**src/sv/kvmt_pkg.sv**
```systemverilog
// shared constants and control types for the key-value map table
// no dependencies; imported by kvmt_ctrl, kvmt_datapath and key_value_map_table_top
package kvmt_pkg;

    // default table geometry
    localparam int KVMT_ENTRIES  = 16;
    localparam int KVMT_KEY_BITS = 32;

    // fixed field widths
    localparam int CMD_W       = 2;
    localparam int KEY_W       = 32;
    localparam int VALUE_W     = 31;
    localparam int READ_W      = 32;
    localparam int S_TDATA_W   = 64;
    localparam int M_TDATA_W   = 32;
    localparam int S_TUSER_W   = 2;
    localparam int M_TUSER_W   = 2;

    // command codes
    localparam logic [CMD_W-1:0] CMD_PUT    = 2'd0;
    localparam logic [CMD_W-1:0] CMD_GET    = 2'd1;
    localparam logic [CMD_W-1:0] CMD_REMOVE = 2'd2;

    // result status codes
    localparam logic STS_DONE = 1'b0;
    localparam logic STS_FULL = 1'b1;

    // controller to datapath commands
    typedef struct packed {
        logic load_in;
        logic compare;
        logic resolve;
        logic load_out;
    } t_kvmt_ctl;

    // datapath to controller status
    typedef struct packed {
        logic out_full;
    } t_kvmt_sts;

endpackage

```
**src/sv/kvmt_ram.sv**
```systemverilog
// generic single-port-write, single-port-read ram with registered read
// no dependencies
module kvmt_ram #(
    parameter int WIDTH = 8,
    parameter int DEPTH = 16
) (
    input  logic                     i_clk,
    input  logic                     i_we,
    input  logic [$clog2(DEPTH)-1:0] i_waddr,
    input  logic [WIDTH-1:0]         i_wdata,
    input  logic                     i_re,
    input  logic [$clog2(DEPTH)-1:0] i_raddr,
    output logic [WIDTH-1:0]         o_rdata
);

    logic [WIDTH-1:0] r_mem [DEPTH];
    logic [WIDTH-1:0] r_rdata;

    // write port and registered read port
    always_ff @(posedge i_clk) begin
        if (i_we) begin
            r_mem[i_waddr] <= i_wdata;
        end
        if (i_re) begin
            r_rdata <= r_mem[i_raddr];
        end
    end

    assign o_rdata = r_rdata;

endmodule

```
**src/sv/kvmt_ctrl.sv**
```systemverilog
// sequencing state machine for the key-value map table
// depends on kvmt_pkg
module kvmt_ctrl
    import kvmt_pkg::*;
(
    input  logic      i_clk,
    input  logic      i_rst_n,
    input  logic      i_in_valid,
    input  logic      i_out_ready,
    input  t_kvmt_sts i_sts,
    output logic      o_in_ready,
    output t_kvmt_ctl o_ctl
);

    localparam logic [1:0] ST_IDLE    = 2'd0;
    localparam logic [1:0] ST_COMPARE = 2'd1;
    localparam logic [1:0] ST_RESOLVE = 2'd2;
    localparam logic [1:0] ST_FINISH  = 2'd3;

    logic [1:0] r_state;
    logic [1:0] n_state;
    logic       out_free;

    assign out_free = !i_sts.out_full || i_out_ready;

    // next state and datapath commands
    always_comb begin
        n_state        = r_state;
        o_in_ready     = 1'b0;
        o_ctl          = '0;
        case (r_state)
            ST_IDLE: begin
                o_in_ready    = 1'b1;
                o_ctl.load_in = i_in_valid;
                if (i_in_valid) begin
                    n_state = ST_COMPARE;
                end
            end
            ST_COMPARE: begin
                o_ctl.compare = 1'b1;
                n_state       = ST_RESOLVE;
            end
            ST_RESOLVE: begin
                o_ctl.resolve = 1'b1;
                n_state       = ST_FINISH;
            end
            ST_FINISH: begin
                // wait for the output register to be free
                if (out_free) begin
                    o_ctl.load_out = 1'b1;
                    n_state        = ST_IDLE;
                end
            end
            default: begin
                n_state = ST_IDLE;
            end
        endcase
    end

    // state register
    always_ff @(posedge i_clk) begin
        if (!i_rst_n) begin
            r_state <= ST_IDLE;
        end else begin
            r_state <= n_state;
        end
    end

endmodule

```
**src/sv/kvmt_datapath.sv**
```systemverilog
// key store, parallel match, slot selection, value ram and output register
// depends on kvmt_pkg and kvmt_ram
module kvmt_datapath
    import kvmt_pkg::*;
#(
    parameter int ENTRIES  = KVMT_ENTRIES,
    parameter int KEY_BITS = KVMT_KEY_BITS
) (
    input  logic                 i_clk,
    input  logic                 i_rst_n,
    input  t_kvmt_ctl            i_ctl,
    input  logic [CMD_W-1:0]     i_command,
    input  logic [KEY_W-1:0]     i_key,
    input  logic [VALUE_W-1:0]   i_put_value,
    input  logic                 i_out_ready,
    output t_kvmt_sts            o_sts,
    output logic                 o_out_valid,
    output logic                 o_hit,
    output logic [READ_W-1:0]    o_read_value,
    output logic                 o_status
);

    localparam int IDX_W = $clog2(ENTRIES);

    // captured transaction
    logic [CMD_W-1:0]    r_cmd;
    logic [KEY_BITS-1:0] r_key;
    logic [VALUE_W-1:0]  r_val;

    // key cells and valid marks
    logic [ENTRIES-1:0]  r_valid;
    logic [KEY_BITS-1:0] r_keys [ENTRIES];
    logic [ENTRIES-1:0]  r_match;

    // resolve results
    logic                r_hit;
    logic                r_status;
    logic                r_get_hit;

    // output register
    logic                r_out_valid;
    logic                r_out_hit;
    logic [READ_W-1:0]   r_out_read;
    logic                r_out_status;

    logic                hit;
    logic                any_free;
    logic [IDX_W-1:0]    hit_idx;
    logic [IDX_W-1:0]    free_idx;
    logic                is_put;
    logic                is_get;
    logic                is_remove;
    logic                ram_we;
    logic [IDX_W-1:0]    ram_waddr;
    logic [VALUE_W-1:0]  ram_rdata;

    assign is_put    = (r_cmd == CMD_PUT);
    assign is_get    = (r_cmd == CMD_GET);
    assign is_remove = (r_cmd == CMD_REMOVE);

    // encode the one-hot match and find the lowest free slot
    always_comb begin
        hit_idx  = '0;
        free_idx = '0;
        for (int i = 0; i < ENTRIES; i++) begin
            if (r_match[i]) begin
                hit_idx = hit_idx | IDX_W'(i);
            end
        end
        for (int j = ENTRIES - 1; j >= 0; j--) begin
            if (!r_valid[j]) begin
                free_idx = IDX_W'(j);
            end
        end
    end

    assign hit       = |r_match;
    assign any_free  = !(&r_valid);
    assign ram_we    = i_ctl.resolve && is_put && (hit || any_free);
    assign ram_waddr = hit ? hit_idx : free_idx;

    // capture the incoming transaction
    always_ff @(posedge i_clk) begin
        if (i_ctl.load_in) begin
            r_cmd <= i_command;
            r_key <= i_key[KEY_BITS-1:0];
            r_val <= i_put_value;
        end
    end

    // parallel key compare over all cells
    always_ff @(posedge i_clk) begin
        if (i_ctl.compare) begin
            for (int i = 0; i < ENTRIES; i++) begin
                r_match[i] <= r_valid[i] && (r_keys[i] == r_key);
            end
        end
    end

    // key cells are written when a new key claims a slot
    always_ff @(posedge i_clk) begin
        if (i_ctl.resolve && is_put && !hit && any_free) begin
            r_keys[free_idx] <= r_key;
        end
    end

    // valid marks
    always_ff @(posedge i_clk) begin
        if (!i_rst_n) begin
            r_valid <= '0;
        end else if (i_ctl.resolve) begin
            if (is_put && !hit && any_free) begin
                r_valid[free_idx] <= 1'b1;
            end else if (is_remove && hit) begin
                r_valid[hit_idx] <= 1'b0;
            end
        end
    end

    // per-transaction result flags
    always_ff @(posedge i_clk) begin
        if (i_ctl.resolve) begin
            r_hit     <= hit;
            r_status  <= (is_put && !hit && !any_free) ? STS_FULL : STS_DONE;
            r_get_hit <= is_get && hit;
        end
    end

    // value store
    kvmt_ram #(
        .WIDTH (VALUE_W),
        .DEPTH (ENTRIES)
    ) u_value_ram (
        .i_clk   (i_clk),
        .i_we    (ram_we),
        .i_waddr (ram_waddr),
        .i_wdata (r_val),
        .i_re    (i_ctl.resolve),
        .i_raddr (hit_idx),
        .o_rdata (ram_rdata)
    );

    // output register control
    always_ff @(posedge i_clk) begin
        if (!i_rst_n) begin
            r_out_valid <= 1'b0;
        end else if (i_ctl.load_out) begin
            r_out_valid <= 1'b1;
        end else if (i_out_ready) begin
            r_out_valid <= 1'b0;
        end
    end

    // output register payload
    always_ff @(posedge i_clk) begin
        if (i_ctl.load_out) begin
            r_out_hit    <= r_hit;
            r_out_status <= r_status;
            r_out_read   <= r_get_hit ? {1'b0, ram_rdata} : '1;
        end
    end

    assign o_sts.out_full = r_out_valid;
    assign o_out_valid    = r_out_valid;
    assign o_hit          = r_out_hit;
    assign o_read_value   = r_out_read;
    assign o_status       = r_out_status;

endmodule

```
**src/sv/key_value_map_table_top.sv**
```systemverilog
// key-value map table: fully associative store of unique keys with put, get and remove.
// Each transaction runs from acceptance to a loaded result through these steps: compare
// the key against every slot in parallel, pick the matching or lowest free slot and
// update it while issuing the value memory read, then take the registered value memory
// read into the output register. A new transaction is accepted only in the controller's
// idle state, once the previous one has been loaded into the output register. A stalled
// reply side holds the controller in its last step until the output register frees.
// A finished result waits in an output register while the next transaction is
// accepted. A put of a new key into a full table is dropped and flagged in status.
// Valid marks are cleared by reset, so the table is empty straight after reset with
// no clearing pass.
// depends on kvmt_pkg, kvmt_ctrl, kvmt_datapath and kvmt_ram
module key_value_map_table_top
    import kvmt_pkg::*;
#(
    parameter int ENTRIES  = KVMT_ENTRIES,
    parameter int KEY_BITS = KVMT_KEY_BITS
) (
    input  logic                 i_clk,
    input  logic                 i_rst_n,
    input  logic                 s_axis_tvalid,
    output logic                 s_axis_tready,
    input  logic [S_TDATA_W-1:0] s_axis_tdata,  // key[31:0], put_value[62:32], zero pad
    input  logic [S_TUSER_W-1:0] s_axis_tuser,  // command[1:0]
    output logic                 m_axis_tvalid,
    input  logic                 m_axis_tready,
    output logic [M_TDATA_W-1:0] m_axis_tdata,  // read_value[31:0]
    output logic [M_TUSER_W-1:0] m_axis_tuser   // hit[0], status[1]
);

    t_kvmt_ctl ctl;
    t_kvmt_sts sts;
    logic      out_hit;
    logic      out_status;

    // sequencing
    kvmt_ctrl u_ctrl (
        .i_clk       (i_clk),
        .i_rst_n     (i_rst_n),
        .i_in_valid  (s_axis_tvalid),
        .i_out_ready (m_axis_tready),
        .i_sts       (sts),
        .o_in_ready  (s_axis_tready),
        .o_ctl       (ctl)
    );

    // table and result path
    kvmt_datapath #(
        .ENTRIES  (ENTRIES),
        .KEY_BITS (KEY_BITS)
    ) u_datapath (
        .i_clk        (i_clk),
        .i_rst_n      (i_rst_n),
        .i_ctl        (ctl),
        .i_command    (s_axis_tuser[CMD_W-1:0]),
        .i_key        (s_axis_tdata[KEY_W-1:0]),
        .i_put_value  (s_axis_tdata[KEY_W+VALUE_W-1:KEY_W]),
        .i_out_ready  (m_axis_tready),
        .o_sts        (sts),
        .o_out_valid  (m_axis_tvalid),
        .o_hit        (out_hit),
        .o_read_value (m_axis_tdata),
        .o_status     (out_status)
    );

    assign m_axis_tuser = {out_status, out_hit};

endmodule
```
**config.mk**
```make
export PLATFORM = sky130hd
export DESIGN_NAME = key_value_map_table_top
export DESIGN_NICKNAME = d
export VERILOG_FILES = /design/src/sv/kvmt_pkg.sv /design/src/sv/kvmt_ram.sv /design/src/sv/kvmt_ctrl.sv /design/src/sv/kvmt_datapath.sv /design/src/sv/key_value_map_table_top.sv
export SDC_FILE = /design/constraint.sdc
export NUM_CORES = 1
export LEC_CHECK = 0
export BUFFER_PORTS_ARGS = -buffer_cell sky130_fd_sc_hd__buf_2
export CORE_MARGIN = 2
export CORE_UTILIZATION = 58
export CTS_BUF_LIST = sky130_fd_sc_hd__clkbuf_4 sky130_fd_sc_hd__clkbuf_8
export CTS_CLUSTER_SIZE = 12
export DETAILED_ROUTE_END_ITERATION = 10
export GPL_ROUTABILITY_DRIVEN = 0
export PLACE_DENSITY = 0.75
export SLEW_MARGIN = 40
export SYNTH_ARGS = -nofsm -noshare
export SYNTH_HDL_FRONTEND = slang
export SYNTH_HIERARCHICAL = 1
export SYNTH_SLANG_ARGS = --single-unit
export TNS_END_PERCENT = 10
```
**constraint.sdc**
```tcl
create_clock -name i_clk -period 8.01 [get_ports i_clk]
set_clock_uncertainty 0.05 [all_clocks]
set_input_delay 0.4005 -clock i_clk [delete_from_list [all_inputs] [get_ports i_clk]]
set_output_delay 0.4005 -clock i_clk [all_outputs]
set_load 0.02 [all_outputs]
```
# Yosys cells after proc, flatten, opt, wreduce, memory -nomap -nowiden
# Memory sizes are Yosys's and may differ from the RTL's. A register that Yosys moved wholly into a read port is not among the register bits.
# Index checks and enable logic that the tools add are counted.
word_totals:
  register_bits: 137
  mem_bits_rw: 1008
  input_bits: 70
  output_inout_bits: 36
  word_cells: 141
  n_memories: 2
mem_list:
  columns: ["name", "words", "width", "read_ports", "rd_ports_with_merged_regs", "write_ports", "line_no", "source"]
  rows:
  - ["u_datapath.r_keys", 16, 32, 16, 0, 1, "kvmt_datapath.sv:32", "logic [KEY_BITS-1:0] r_keys [ENTRIES];"]
  - ["u_datapath.u_value_ram.r_mem", 16, 31, 1, 1, 1, "kvmt_ram.sv:16", "logic [WIDTH-1:0] r_mem [DEPTH];"]
op_classes:
  magnitude_cmp: 4
  eq_ne: 23
  n_mux: 55
  n_bitwise: 3
  reduce_logical: 40
ops:
  columns: ["cell", "count"]
  rows:
  - ["$eq A32 B32 Y1", 16]
  - ["$mux W4", 25]
  - ["$mux W16", 2]
  - ["$mux W32", 1]
  - ["$logic_and A1 B1 Y1", 27]
  - ["$and A16 B16 Y16", 1]
  - ["$mux W1", 16]
  - ["$not A16 Y16", 1]
  - ["$or A16 B16 Y16", 1]
  - ["$reduce_and A16 Y1", 1]
  - ["$reduce_or A16 Y1", 1]
  - ["$mux W3", 4]
  - ["$lt A4 B5 Y1 const B", 2]
  - ["$demux W1 S4", 2]
  - ["$ge A4 B1 Y1 const B", 2]
  - ["$mux W2", 4]
  - ["$pmux W2 S4", 1]
  - ["$eq A2 B2 Y1 const B", 3]
  - ["$eq A2 B1 Y1 const B", 2]
  - ["$logic_not A2 Y1", 2]
  - ["$reduce_and A2 Y1", 2]
  - ["$reduce_bool A2 Y1", 2]
  - ["$logic_not A1 Y1", 3]
  - ["$logic_or A1 B1 Y1", 2]
  - ["other kinds (2)", 2]

# Longest topological paths before layout
logic_depth:
  ltp_word: 23
  mapped_depth: 9
  ltp_nobuf: 7

# Modules after synthesis
# Netlist, hierarchy kept.
by_module_without_submodules:
  columns: ["module", "instances", "cells_per_inst", "area_each_um2", "seq_area_each_um2"]
  rows:
  - ["kvmt_datapath", 1, 1586, 26345.3, 19258.5]
  - ["kvmt_ram", 1, 812, 19558.8, 15825.2]
  - ["kvmt_ctrl", 1, 19, 170.2, 40.0]
  - ["key_value_map_table_top", 1, 2, 15.0, 0.0]

# Worst setup path before layout
# OpenSTA, ideal clock, no wires.
synth_timing:
  kind: "reg-to-reg"
  startpoint: "register u_ctrl.r_state[0]"
  endpoint: "memory u_datapath/u_value_ram/r_mem[0][0] (netlist name) (enable)"
  setup_time_ps: 458
  t_arrival_ps: 4581
  required_ps: 7502
  slack_ps: 2921
  path_stages_with_launch: 7
  n_path_buf: 0
  synth_period_minus_slack_ps: 5089
  path_cell_list: "dfxtp_1 inv_1 ha_1 nand2_1 a31oi_1 or3b_1 nor3_1"
synth_rtl:
  columns: ["element", "line_no", "source"]
  rows:
  - ["from (decl)", "kvmt_ctrl.sv:20", "logic [1:0] r_state;"]
  - ["from (signal assigned)", "kvmt_ctrl.sv:65", "r_state <= n_state;"]
  - ["to (decl)", "kvmt_ram.sv:16", null]

# Worst setup path in the final report
layout_timing:
  startpoint: "register u_datapath.r_match[6]"
  endpoint: "memory u_datapath/u_value_ram/r_mem[13][24] (netlist name) (enable)"
layout_via:
  word_cells_on_any_way: 16
  cone_classes: "mux: 13; reduce/logical: 3"
layout_rtl:
  columns: ["element", "line_no", "source"]
  rows:
  - ["from (decl)", "kvmt_datapath.sv:33", "logic [ENTRIES-1:0] r_match;"]
  - ["from (signal, indexed assignment)", "kvmt_datapath.sv:95", "r_match[i] <= r_valid[i] && (r_keys[i] == r_key);"]
  - ["$reduce_or A16 Y1", "kvmt_datapath.sv:77", "assign hit = |r_match;"]
  - ["net u_datapath.hit", "kvmt_datapath.sv:46", "logic hit;"]
  - ["$mux W4", "kvmt_datapath.sv:80", "assign ram_waddr = hit ? hit_idx : free_idx;"]
  - ["net u_datapath.ram_waddr[3]", "kvmt_datapath.sv:54", "logic [IDX_W-1:0] ram_waddr;"]
# The timed path passes the listed nets, and every way through them passes these cells.

==> flow_metrics.py <==
metrics = {
    "timing": {
        "final-max-slew-violation-count": 0,
        "rsz0062_at_grt": "no",
        "fin_crit_ns": 4.07,
        "hold_violations": 0,
        "fmax_mhz": 246,
        "holdWs_ns": 0.132,
        "setup-tns-final_ns": 0,
        "setup_viol": 0,
        "setup_slack_ns": 3.94,
        "slew_headroom": 0.434,
        "period_share": 0.508,
        "worst_slew_pin_slew_ns": 0.841,
    },
    "hold_path": {
        "hp-class": "in -> reg",
        "worstHoldStart": "i_rst_n",
    },
    "power": {
        "ir_worst_vdd_mv": 0.332,
        "power_density_mw_per_mm2": 272,
        "power_uw": 14300,
        "leakage_uw": 0.0166,
    },
    "global_route": {
        "antenna_found_initial": 1,
        "grt_max_degree": 87,
        "grt-ovfl-total": 0,
        "grt_pass1_vias": 24600,
        "grtUsageTotal": 0.250,
        "grt_pass1_wl_um": 150000,
    },
    "setup_path": {
        "cp-startpoint": "u_datapath/r_match[6]",
        "start_kind": "register",
        "max_stage_delay_ns": 0.62,
        "cp_max_fo": 20,
        "critPathArrivalTime_ns": 4.47,
        "rr_startpoint": "u_datapath/r_match[6]",
        "cpLargestDelayFamily": "simple AND/OR/NAND/NOR gates",
        "worstSetupPathType": "reg -> reg",
        "path_cells": "nor4_2 > and4_1 > inv_4 > o31ai_1 > nand3_1 > nor2_4 > buf_4",
        "end_kind": "register",
        "cp_num_buf_inv": 2,
        "cp_data_required_time_ns": 8.41,
        "crit_slowest_cell": "o31ai_1",
    },
    "clocking": {
        "h-tree-depth": 4,
        "cts_made_buffers": 179,
        "clock-sinks": 1176,
        "cts_buffer_depth": 3,
        "postCtsSetupBuffers": 0,
        "cts_tree": "built",
        "cts_root_buf": "clkbuf_8",
        "post_cts_resized": 0,
        "cts.reportedPaths.clkPinSlew_ns": 0.06,
        "worstSkewPairLatency_ns": 0.83,
        "cts_hold_buf": 67,
    },
    "yosys": {
        "ys_top_cells_by_count": "1157 x edfxtp_1, 448 x xnor2_1, 124 x mux4_2, 117 x nand4_1, 68 x buf_2",
        "yosysSeqAreaShare": 0.762,
        "synth_ff_type": "edfxtp_1",
        "synth_area_leaders": "edfxtp_1 75%, xnor2_1 8.5%, mux4_2 6.1%",
        "synth_cell_types": 55,
        "yosys_register_bits": 1176,
        "yosys.area.top_type": "edfxtp_1",
        "syn_area_mm2": 0.0461,
        "synth_top_area_frac": 0.754,
        "synth_cells": 2419,
        "synth-async-reset-ratio": 0,
        "syn_avg_cell_area_um2": 19.1,
        "ys_warn_count": 6,
        "synth_edf_count": 1157,
        "syn_nets": 2493,
        "synth_most_common_cell": "edfxtp_1",
    },
    "placement": {
        "hpwl_um": 53800,
        "numPlacedInstances": 3540,
        "portBuffers": 104,
        "dpl_worst_slack_ns": 3.93,
    },
    "cells_and_area": {
        "nFillCells": 5082,
        "syn_to_final_growth_pct": 13.9,
        "fin_nets": 2812,
        "regArea_mm2": 0.0351,
        "layout-drive-gt1-share": 0.226,
        "fin_cells": 3933,
        "multiInputGateArea_mm2": 0.0105,
    },
    "floorplanning": {
        "die_area_mm2": 0.0817,
        "dieWidth_um": 286,
        "rows": 103,
        "core_mm2": 0.0789,
        "fp.dieH_um": 286,
        "initial_core_util": 0.584,
        "num_io_pins": 106,
    },
    "routing": {
        "wl_per_cell_um": 25.4,
        "initialDrtViolationCount": 2272,
        "drt-vias-per-instance": 5.99,
        "vias": 23500,
        "drt-total-wl_um": 100000,
        "ant_nets": 0,
        "drc_errors": 0,
        "dr.pass1.iters": 5,
    },
    "run_status": {
        "status": "completed",
    },
    "job": {
        "max_cap_viol_count": 0,
    },
}
==> flip-flops by register name (all words and copies together) (netlist names), 2 cells and up <==
register	count
u_datapath/r_keys	512
u_datapath/u_value_ram/r_mem	496
u_datapath/u_value_ram/o_rdata	31
u_datapath/r_cmd	2
u_datapath/r_match	16
u_datapath/r_val	31
u_datapath/r_key	32
u_ctrl/r_state	2
u_datapath/r_valid	16
u_datapath/o_read_value	32
==> where the power goes <==
group	total, µW	internal [µW]	switching [µW]
Sequential	7550	7320	233
Clock	4960	2680	2290
Combinational	1760	589	1170
Total	14300	10600	3690
==> metrics by stage <==
| step | instance area (µm²) | utilization |
|---|---|---|
| 6_report | 52500 | 0.666 |
| 5_1_grt | 52500 | 0.666 |
| 4_1_cts | 52500 | 0.665 |
| 3_5_place_dp | 48200 | 0.611 |
| 3_3_place_gp | 48100 | 0.610 |
| 2_1_floorplan | 46100 | - |
==> final timing paths <==
path	to	slack (ns)	depth (start not counted)
max	u_datapath/u_value_ram/r_mem[13][24]	3.94	7
min	u_datapath/o_out_valid	0.13	2
max reg2reg	u_datapath/u_value_ram/r_mem[13][24]	3.94	7
min reg2reg	u_datapath/o_status	0.37	0
==> worst reg2reg max path, delay by kind of cell (launching register included) <==
family          cells  cell delay (ns)
buf+inv             2             0.56
simple gates        4             2.03
compound gates      1             0.62
flops               1             0.46
==> layout make-up <==
class	instances	area share
sequential	1176	0.669
inverter	12	0.00114
timing repair buffer	255	0.0350
multi-input combinational	1114	0.201
antenna	1	0.0000477
clock inverter	84	0.0132
clock buffer	241	0.0560
tap	1050	0.0250
==> logic make-up after synthesis <==
| group | count (synthesis) | share of synthesized area |
|---|---|---|
| mux | 125 | 0.0608 |
| flops | 1176 | 0.762 |
| simple gates | 355 | 0.0450 |
| buf+inv | 129 | 0.0143 |
| fa+ha+maj | 4 | 0.00109 |
| compound gates | 118 | 0.0194 |
| xor+xnor | 512 | 0.0973 |
==> cells in the final DEF (no fill, tap or decap), types with 35 or more instances in the layout <==
cell,instances
clkbuf_4,60
nor4_1,51
buf_2,104
dlygate4sd3_1,67
clkbuf_8,181
nand4_1,117
clkinv_1,51
mux4_2,124
edfxtp_1,1157
xor2_1,64
nand2_1,48
xnor2_1,448
nand2b_1,35
a22oi_1,62
buf_4,80
==> routing by layer <==
layer  track usage  share of wire  vias up
met2         0.419           0.50     1055
met3        0.0409          0.073      192
met5             0              0        -
li1              -              -    10100
met4        0.0831          0.023        0
met1         0.337           0.40    12200
Power figures use the tool's default switching activity.
